===== src/rtl/bat_pkg.sv =====
// Shared types and constants for the breakpoint address table.
package bat_pkg;

   localparam int TABLE_ENTRIES = 16;
   localparam int ADDR_W        = 32;
   localparam int COUNT_OUT_W   = 5;
   localparam int CNT_W         = $clog2(TABLE_ENTRIES + 1);

   typedef enum logic [1:0] {
      OP_CHECK  = 2'd0,
      OP_SET    = 2'd1,
      OP_DELETE = 2'd2,
      OP_CLEAR  = 2'd3
   } op_type;

   // controller to datapath
   typedef struct packed {
      logic load;   // capture the accepted item
      logic exec;   // apply it to the table and load the result register
   } bat_cmd_type;

endpackage


===== src/rtl/bat_ctrl.sv =====
// Controller: item sequencing and result valid.
module bat_ctrl import bat_pkg::*; (
   input  logic        clock,
   input  logic        reset,
   input  logic        req_valid,
   output logic        req_ready,
   output logic        rsp_valid,
   input  logic        rsp_ready,
   output bat_cmd_type cmd
);

   typedef enum logic [1:0] {
      ST_IDLE = 2'b01,
      ST_EXEC = 2'b10
   } state_type;

   state_type state_ff, state_in;
   logic      rsp_valid_ff, rsp_valid_in;
   logic      out_free;

   // result register can take a new value this cycle
   assign out_free  = !rsp_valid_ff || rsp_ready;
   assign req_ready = (state_ff == ST_IDLE);
   assign rsp_valid = rsp_valid_ff;

   always_comb begin
      cmd.load     = 1'b0;
      cmd.exec     = 1'b0;
      state_in     = state_ff;
      rsp_valid_in = rsp_valid_ff && !rsp_ready;
      unique case (state_ff)
         ST_IDLE: begin
            if (req_valid) begin
               cmd.load = 1'b1;
               state_in = ST_EXEC;
            end
         end
         ST_EXEC: begin
            if (out_free) begin
               cmd.exec     = 1'b1;
               rsp_valid_in = 1'b1;
               state_in     = ST_IDLE;
            end
         end
         default: begin
            state_in = ST_IDLE;
         end
      endcase
   end

   always_ff @(posedge clock) begin
      if (reset) begin
         state_ff     <= ST_IDLE;
         rsp_valid_ff <= 1'b0;
      end else begin
         state_ff     <= state_in;
         rsp_valid_ff <= rsp_valid_in;
      end
   end

endmodule


===== src/rtl/bat_datapath.sv =====
// Datapath: entry registers, parallel compare, compaction shift and result register.
module bat_datapath import bat_pkg::*; (
   input  logic                   clock,
   input  logic                   reset,
   input  bat_cmd_type            cmd,
   input  logic [1:0]             req_operation,
   input  logic [ADDR_W-1:0]      req_address,
   output logic                   rsp_success,
   output logic [COUNT_OUT_W-1:0] rsp_entry_count
);

   localparam logic [TABLE_ENTRIES-1:0] ALL_ONES = {TABLE_ENTRIES{1'b1}};

   logic [ADDR_W-1:0]        addr_ff [TABLE_ENTRIES];
   logic [ADDR_W-1:0]        addr_in [TABLE_ENTRIES];
   logic [TABLE_ENTRIES-1:0] en_ff, en_in;
   logic [CNT_W-1:0]         count_ff, count_in;
   op_type                   op_ff;
   logic [ADDR_W-1:0]        key_ff;
   logic                     success_ff, success_in;
   logic [COUNT_OUT_W-1:0]   rsp_count_ff;

   logic [TABLE_ENTRIES-1:0] match;
   logic [TABLE_ENTRIES-1:0] shift;
   logic                     hit;
   logic                     not_full;

   // enabled bits double as occupancy: an entry is enabled exactly when it is stored
   always_comb begin
      for (int i = 0; i < TABLE_ENTRIES; i++) begin
         match[i] = en_ff[i] && (addr_ff[i] == key_ff);
      end
   end

   // delete moves every entry at or above the lowest match down one place
   always_comb begin
      for (int i = 0; i < TABLE_ENTRIES; i++) begin
         shift[i] = |(match & (ALL_ONES >> (TABLE_ENTRIES - 1 - i)));
      end
   end

   assign hit      = |match;
   assign not_full = (count_ff < CNT_W'(TABLE_ENTRIES));

   always_comb begin
      en_in      = en_ff;
      count_in   = count_ff;
      success_in = 1'b0;
      for (int i = 0; i < TABLE_ENTRIES; i++) begin
         addr_in[i] = addr_ff[i];
      end
      unique case (op_ff)
         OP_CHECK: begin
            success_in = hit;
         end
         OP_SET: begin
            success_in = hit || not_full;
            if (!hit && not_full) begin
               for (int i = 0; i < TABLE_ENTRIES; i++) begin
                  if (count_ff == CNT_W'(i)) begin
                     addr_in[i] = key_ff;
                     en_in[i]   = 1'b1;
                  end
               end
               count_in = count_ff + CNT_W'(1);
            end
         end
         OP_DELETE: begin
            success_in = hit;
            if (hit) begin
               for (int i = 0; i < TABLE_ENTRIES - 1; i++) begin
                  if (shift[i]) begin
                     addr_in[i] = addr_ff[i + 1];
                     en_in[i]   = en_ff[i + 1];
                  end
               end
               // top slot has nothing above it to pull down
               if (shift[TABLE_ENTRIES-1]) begin
                  en_in[TABLE_ENTRIES-1] = 1'b0;
               end
               count_in = count_ff - CNT_W'(1);
            end
         end
         OP_CLEAR: begin
            success_in = 1'b1;
            en_in      = '0;
            count_in   = '0;
         end
         default: begin
            success_in = 1'b0;
         end
      endcase
   end

   always_ff @(posedge clock) begin
      if (reset) begin
         en_ff    <= '0;
         count_ff <= '0;
      end else if (cmd.exec) begin
         en_ff    <= en_in;
         count_ff <= count_in;
      end
   end

   always_ff @(posedge clock) begin
      if (cmd.exec) begin
         for (int i = 0; i < TABLE_ENTRIES; i++) begin
            addr_ff[i] <= addr_in[i];
         end
         success_ff   <= success_in;
         rsp_count_ff <= COUNT_OUT_W'(count_in);
      end
      if (cmd.load) begin
         op_ff  <= op_type'(req_operation);
         key_ff <= req_address;
      end
   end

   assign rsp_success     = success_ff;
   assign rsp_entry_count = rsp_count_ff;

endmodule


===== src/rtl/breakpoint_address_table_unit.sv =====
// Top level of the breakpoint address table.
//
//   channel   direction  handshake              payload
//   req       in         req_valid / req_ready  req_operation, req_address
//   rsp       out        rsp_valid / rsp_ready  rsp_success, rsp_entry_count
//
// Each item is first captured, then goes through the 16-way compare and
// the table update, which writes the result register.
// The next item is taken while a result still waits in the result register;
// a stalled rsp side holds the update step until that register frees up.
// Reset empties the table at once (enabled bits and count); no clearing pass.
module breakpoint_address_table_unit import bat_pkg::*; (
   input  logic                   clock,
   input  logic                   reset,
   input  logic                   req_valid,
   output logic                   req_ready,
   input  logic [1:0]             req_operation,
   input  logic [ADDR_W-1:0]      req_address,
   output logic                   rsp_valid,
   input  logic                   rsp_ready,
   output logic                   rsp_success,
   output logic [COUNT_OUT_W-1:0] rsp_entry_count
);

   bat_cmd_type cmd;

   bat_ctrl u_ctrl (
      .clock     (clock),
      .reset     (reset),
      .req_valid (req_valid),
      .req_ready (req_ready),
      .rsp_valid (rsp_valid),
      .rsp_ready (rsp_ready),
      .cmd       (cmd)
   );

   bat_datapath u_datapath (
      .clock           (clock),
      .reset           (reset),
      .cmd             (cmd),
      .req_operation   (req_operation),
      .req_address     (req_address),
      .rsp_success     (rsp_success),
      .rsp_entry_count (rsp_entry_count)
   );

   // one item in flight: an accepted item blocks the input until it is applied
   a_single_item: assert property (@(posedge clock) disable iff (reset)
      (req_valid && req_ready) |=> !req_ready)
      else $error("item accepted while another is in flight");

   a_exec_gives_rsp: assert property (@(posedge clock) disable iff (reset)
      cmd.exec |=> rsp_valid)
      else $error("table update produced no result");

   a_no_load_in_exec: assert property (@(posedge clock) disable iff (reset)
      !(cmd.exec && cmd.load))
      else $error("capture and update in the same cycle");

endmodule


===== config.mk =====
export PLATFORM = sky130hd
export DESIGN_NAME = breakpoint_address_table_unit
export DESIGN_NICKNAME = d
export VERILOG_FILES = /design/src/rtl/bat_pkg.sv /design/src/rtl/bat_ctrl.sv /design/src/rtl/bat_datapath.sv /design/src/rtl/breakpoint_address_table_unit.sv
export SDC_FILE = /design/constraint.sdc
export NUM_CORES = 1
export LEC_CHECK = 0
export BUFFER_PORTS_ARGS = -buffer_cell sky130_fd_sc_hd__buf_2
export CORE_MARGIN = 4
export CORE_UTILIZATION = 47
export CTS_BUF_LIST = sky130_fd_sc_hd__clkbuf_8
export DETAILED_ROUTE_END_ITERATION = 8
export PLACE_DENSITY_LB_ADDON = 0.25
export SYNTH_ARGS = -nofsm -noshare
export SYNTH_HDL_FRONTEND = slang
export SYNTH_SLANG_ARGS = --single-unit

===== constraint.sdc =====
create_clock -name clock -period 7.65 [get_ports clock]
set_clock_uncertainty 0.1 [all_clocks]
set_input_delay 0 -clock clock [delete_from_list [all_inputs] [get_ports clock]]
set_output_delay 0 -clock clock [all_outputs]
set_load 0.005 [all_outputs]

Word-level counts from Yosys, hierarchy flattened. Memories as Yosys holds them, arrays and structs flattened. Cells that the tools add are included. Widths: inputs -> output; s select.

Bits in registers: 64. Latch bits: 0. Memory bits (writable): 512. Bits in read-only memories: 0. Input bits: 38. Output and inout port bits: 8. Logic and storage cells: 241. Memories: 1.

$add $sub $neg: 2. $mul: 0. Divide/modulo/power cells: 0. $lt $le $gt $ge: 1. Equality and inequality tests: 71. Shift operators: 0. Muxes and demuxes: 84. Bitwise operators: 0. Reduce and logical (&&, ||, !) cells: 59.

Memory list: u_datapath.addr_ff (depth 16, bits a word 32, read ports 16, clocked after Yosys merged registers in 0, write ports 16, RTL line bat_datapath.sv:14) `logic [ADDR_W-1:0] addr_ff [TABLE_ENTRIES];`.

Operators with widths (number): $mux 32 (32); $pmux 480 s2 (1); $eq 32x32->1 (16); $mux 512 (1); $mux 480 (1); $reduce_and 6->1 (15); $ne 2x1->1 const B (34); $pmux 16 s3 (1); $eq 5x4->1 const B (8); $mux 1 (39); $mux 16 (2); $eq 5x3->1 const B (4); $logic_and 1x1->1 (18); $reduce_or 16->1 (1); $pmux 5 s3 (1); $reduce_or 15->1 (1); $reduce_or 14->1 (1); $reduce_or 13->1 (1); $reduce_or 12->1 (1); $reduce_or 11->1 (1); $eq 5x2->1 const B (2); $mux 5 (2); $reduce_or 10->1 (1); $reduce_or 9->1 (1); other kinds (24) (32).

Depth between registers and ports, before layout.
Depth in word-level cells: 7. Depth in mapped cells: 14. Mapped depth without buffers: 9.

Modules after synthesis. A second synthesis with hierarchy kept.

Cells, all modules: 2808. Area total of the unflattened synthesis: 31311.3 sq um.

Modules (own cells, without submodules): bat_datapath (times used 1, cells an instance 2796, area an instance 31182.4 sq um, sequential area each 16996.3 sq um); bat_ctrl (times used 1, cells an instance 12, area an instance 128.9 sq um, sequential area each 60.1 sq um).

Worst setup path before layout. No wires, ideal clock.

Path kind: flip-flop to flip-flop. Start point: reg, netlist name u_datapath.key_ff[8]. End point: mem u_datapath.addr_ff[5][0] (netlist: u_datapath.addr_ff[0][160]), enable pin. Arrival: 4.331 ns. Slack: 2.798 ns. Cell stages (with the launch flop): 13. Path through: edfxtp_1 > buf_4 > xor2_1 > nor4_1 > and3_4 > and3_1 > or4_4 > nor4_4 > a21oi_2 > or3_1 > buf_6 > buf_6 > nor2_1.

RTL lines (RTL line): to (decl) (bat_datapath.sv:14).

==> metrics <==
PostCTS Resize Cnt=0; post-synth cell types=around 70; fillers=around 5,400; height of the die=257 um; top-count cell post-synth=nand2_1; I/O Buffers=45; max_cap viols=0; ranking of synthesized cells by area=edfxtp_1 57%, nand2_1 13%, xor2_1 9.8%; WHS Endpoint=u_datapath.key_ff[0]; pre-CTS setup slack=0.930 ns; routed vias=around 22,000; Avg Cell Area, Syn=roughly 11 um^2; Overflow after GRT=0; layout cells sized above 1=0.0905; reg2reg path depth=10; setup violators final=0; Main synth FF type=edfxtp_1; clock slew at reported path FFs=0.07 ns; Reg area=~17,000 um^2; gr usage total=0.303; post-synthesis sequential area ratio=0.587; cell area after synthesis=~29,000 um^2; Root Buffer=clkbuf_8; count of final hold-check violations=0; first-pass GRT wire length=around 150,000 um; Synth Instances=between 2,000 and 3,000; Seq cells post-synth=around 580; Setup CP Type=flip-flop to flip-flop; area leader, netlist=edfxtp_1; CTS tree=yes; footprint of the multi-input gates=11,100 um^2; core area=slightly above 60,000 um^2; hold buffers post-CTS=73; Max Clock Freq=158 MHz; Area Growth Syn to Fin=11.8%; DRC=0; drt pass-1 iters=5; Ports=46; reg2reg end=u_datapath.addr_ff[0][203]; vias in the first global route=21,428; CTS buffer count=97; Post-synth top cells=1,014 x nand2_1, 552 x edfxtp_1, 326 x xor2_1; global placer's final weighted congestion=0.987; worst reg2reg path startpoint=u_datapath.key_ff[28]; Hold WC Path Type=primary input to flip-flop; CTS Buffer Depth=3; starting density of the core=0.478; Worst EP arrival=roughly 6.7 ns; largest fanout on the critical path=32; Total Neg Setup Slack=0 ns; antenna violations before repair=1; Post-CTS Setup Repair Bufs=0; routed vias/inst=5.93; required time worst endpoint=roughly 8.1 ns; drt wl/cell=~28 um; CTS H-tree lvls=3; VDD IR max=about 0.16 mV; worst hold path cell count=2; Clock Latency Late Sink=slightly above 0.7 ns; Die Width=roughly 260 um; nets=2,878; DRT iter0 DRCs=approximately 2,900; Max Slew Vio Count=0; critical path endpoint category=flip-flop; EDFF count, synth=roughly 550; hold path start=req_valid; RSZ-0062 raised after global routing=false; Die ar.=65,800 um^2; pwr/cell area=between 200 and 250 nW/um^2; outcome=complete, no violations; Post-synth ARST share=0; FF-to-FF setup slack=roughly 1.3 ns; post-synth top area share=0.571; Setup crit start kind=flip-flop; fin crit share=0.826; Least-Margin Pin Slew=1.38 ns; Yosys warning count=0; Mapped Nets=2,759; max_slew headroom=0.0778; Tmin final=6.32 ns; final antenna-violating net count=0; clock sink count=approximately 580; WL final=103,000 um; dpl hpwl=between 70,000 and 80,000 um; largest net degree at the start of global routing=225; final setup margin=around 1.3 ns; P_leak=12.5 nW; Cell Rows=90
==> sequential cells by signal (all words and copies together) (netlist names) <==
signal                      count
u_datapath.rsp_entry_count      5
u_datapath.rsp_success          1
u_datapath.key_ff              32
u_ctrl.state_ff                 2
u_datapath.count_ff             5
u_datapath.addr_ff            512
u_datapath.op_ff                2
u_ctrl.rsp_valid                1
u_datapath.en_ff               16
==> kinds of logic after synthesis <==
group | share of synthesized area
muxes | 0.00345
adders and majority gates | 0.00431
buffers and inverters | 0.0353
AOI/OAI and AO/OA | 0.0262
xor gates and xnor gates | 0.149
DFF | 0.587
and+or+nand+nor | 0.194
==> cell usage in the layout (no fill, tap or decap), types with 11 or more instances in the layout <==
cell type	n
nor2_1	14
edfxtp_1	552
nor2_4	12
clkbuf_8	98
buf_2	45
dlygate4sd3_1	73
o211ai_1	11
nand2_1	1014
o31ai_1	12
nand4_1	57
buf_4	74
nor3_1	20
nand3_1	31
o21ai_0	38
xnor2_1	168
clkinv_1	27
nor4_1	97
inv_1	62
dfxtp_1	24
nand2b_1	19
xor2_1	326
==> how the worst max path moves through the flow <==
stage | start | end | slack, ns | cells after the start
4_1_cts | u_datapath.key_ff[14] | u_datapath.addr_ff[0][11] | 0.90 | 10
2_1_floorplan | u_datapath.key_ff[8] | u_datapath.addr_ff[0][160] | 2.80 | 12
5_1_grt | u_datapath.key_ff[28] | u_datapath.addr_ff[0][11] | 1.24 | 10
6_report | u_datapath.key_ff[28] | u_datapath.addr_ff[0][203] | 1.33 | 10
3_5_place_dp | u_datapath.key_ff[14] | u_datapath.addr_ff[0][11] | 0.93 | 10
3_3_place_gp | u_datapath.key_ff[19] | u_datapath.addr_ff[0][11] | 0.84 | 9
==> layout make-up <==
class,count,area share
Antenna cell,1,0.0000770
Clock buffer,98,0.0415
Clock inverter,78,0.0114
Inverter,23,0.00266
Multi-Input combinational cell,1938,0.341
Sequential cell,576,0.525
Tap cell,782,0.0301
Timing Repair Buffer,194,0.0480
==> routing by layer <==
| metal | wire (um) | track usage | part of all wire |
|---|---|---|---|
| met3 | 13800 | 0.108 | 0.13 |
| met1 | 40000 | 0.408 | 0.39 |
| met5 | 0 | 0 | 0 |
| met4 | 5380 | 0.136 | 0.052 |
| met2 | 43700 | 0.444 | 0.42 |
==> critical path, stage by stage (launching register included) <==
cell and delay (ns):
edfxtp_1 1.16, buf_4 0.35, xor2_1 0.41, nor4_1 0.11, nand4_1 0.23, or3_1 0.26
nand4_1 0.23, nor4_4 0.98, and3_2 0.86, nand2_1 0.96, nand2_1 0.41
==> power by group <==
part | switching (W) | total, W | leakage, nW | internal, W
clock network | 0.00133 | 0.00256 | 1.02 | 0.00123
logic | 0.000525 | 0.000760 | 6.24 | 0.000235
registers | 0.0000846 | 0.00361 | 5.19 | 0.00352
==> through the flow <==
| stage | hold WS, ns | cells | cell area, um^2 | total power (W) | util |
|---|---|---|---|---|---|
| after floorplan | -0.0309 | 2711 | 29000 | 0.00406 | - |
| after global placement | 0.0763 | 3439 | 30000 | 0.00436 | 0.493 |
| after detailed placement | 0.0781 | 3440 | 30000 | 0.00437 | 0.494 |
| after CTS | 0.0893 | 3689 | 32500 | 0.00691 | 0.534 |
| after global routing | 0.139 | 3690 | 32500 | 0.00713 | 0.534 |
| final | 0.140 | 3690 | 32500 | 0.00693 | 0.534 |
No activity file was read; power rests on OpenSTA's default activity.
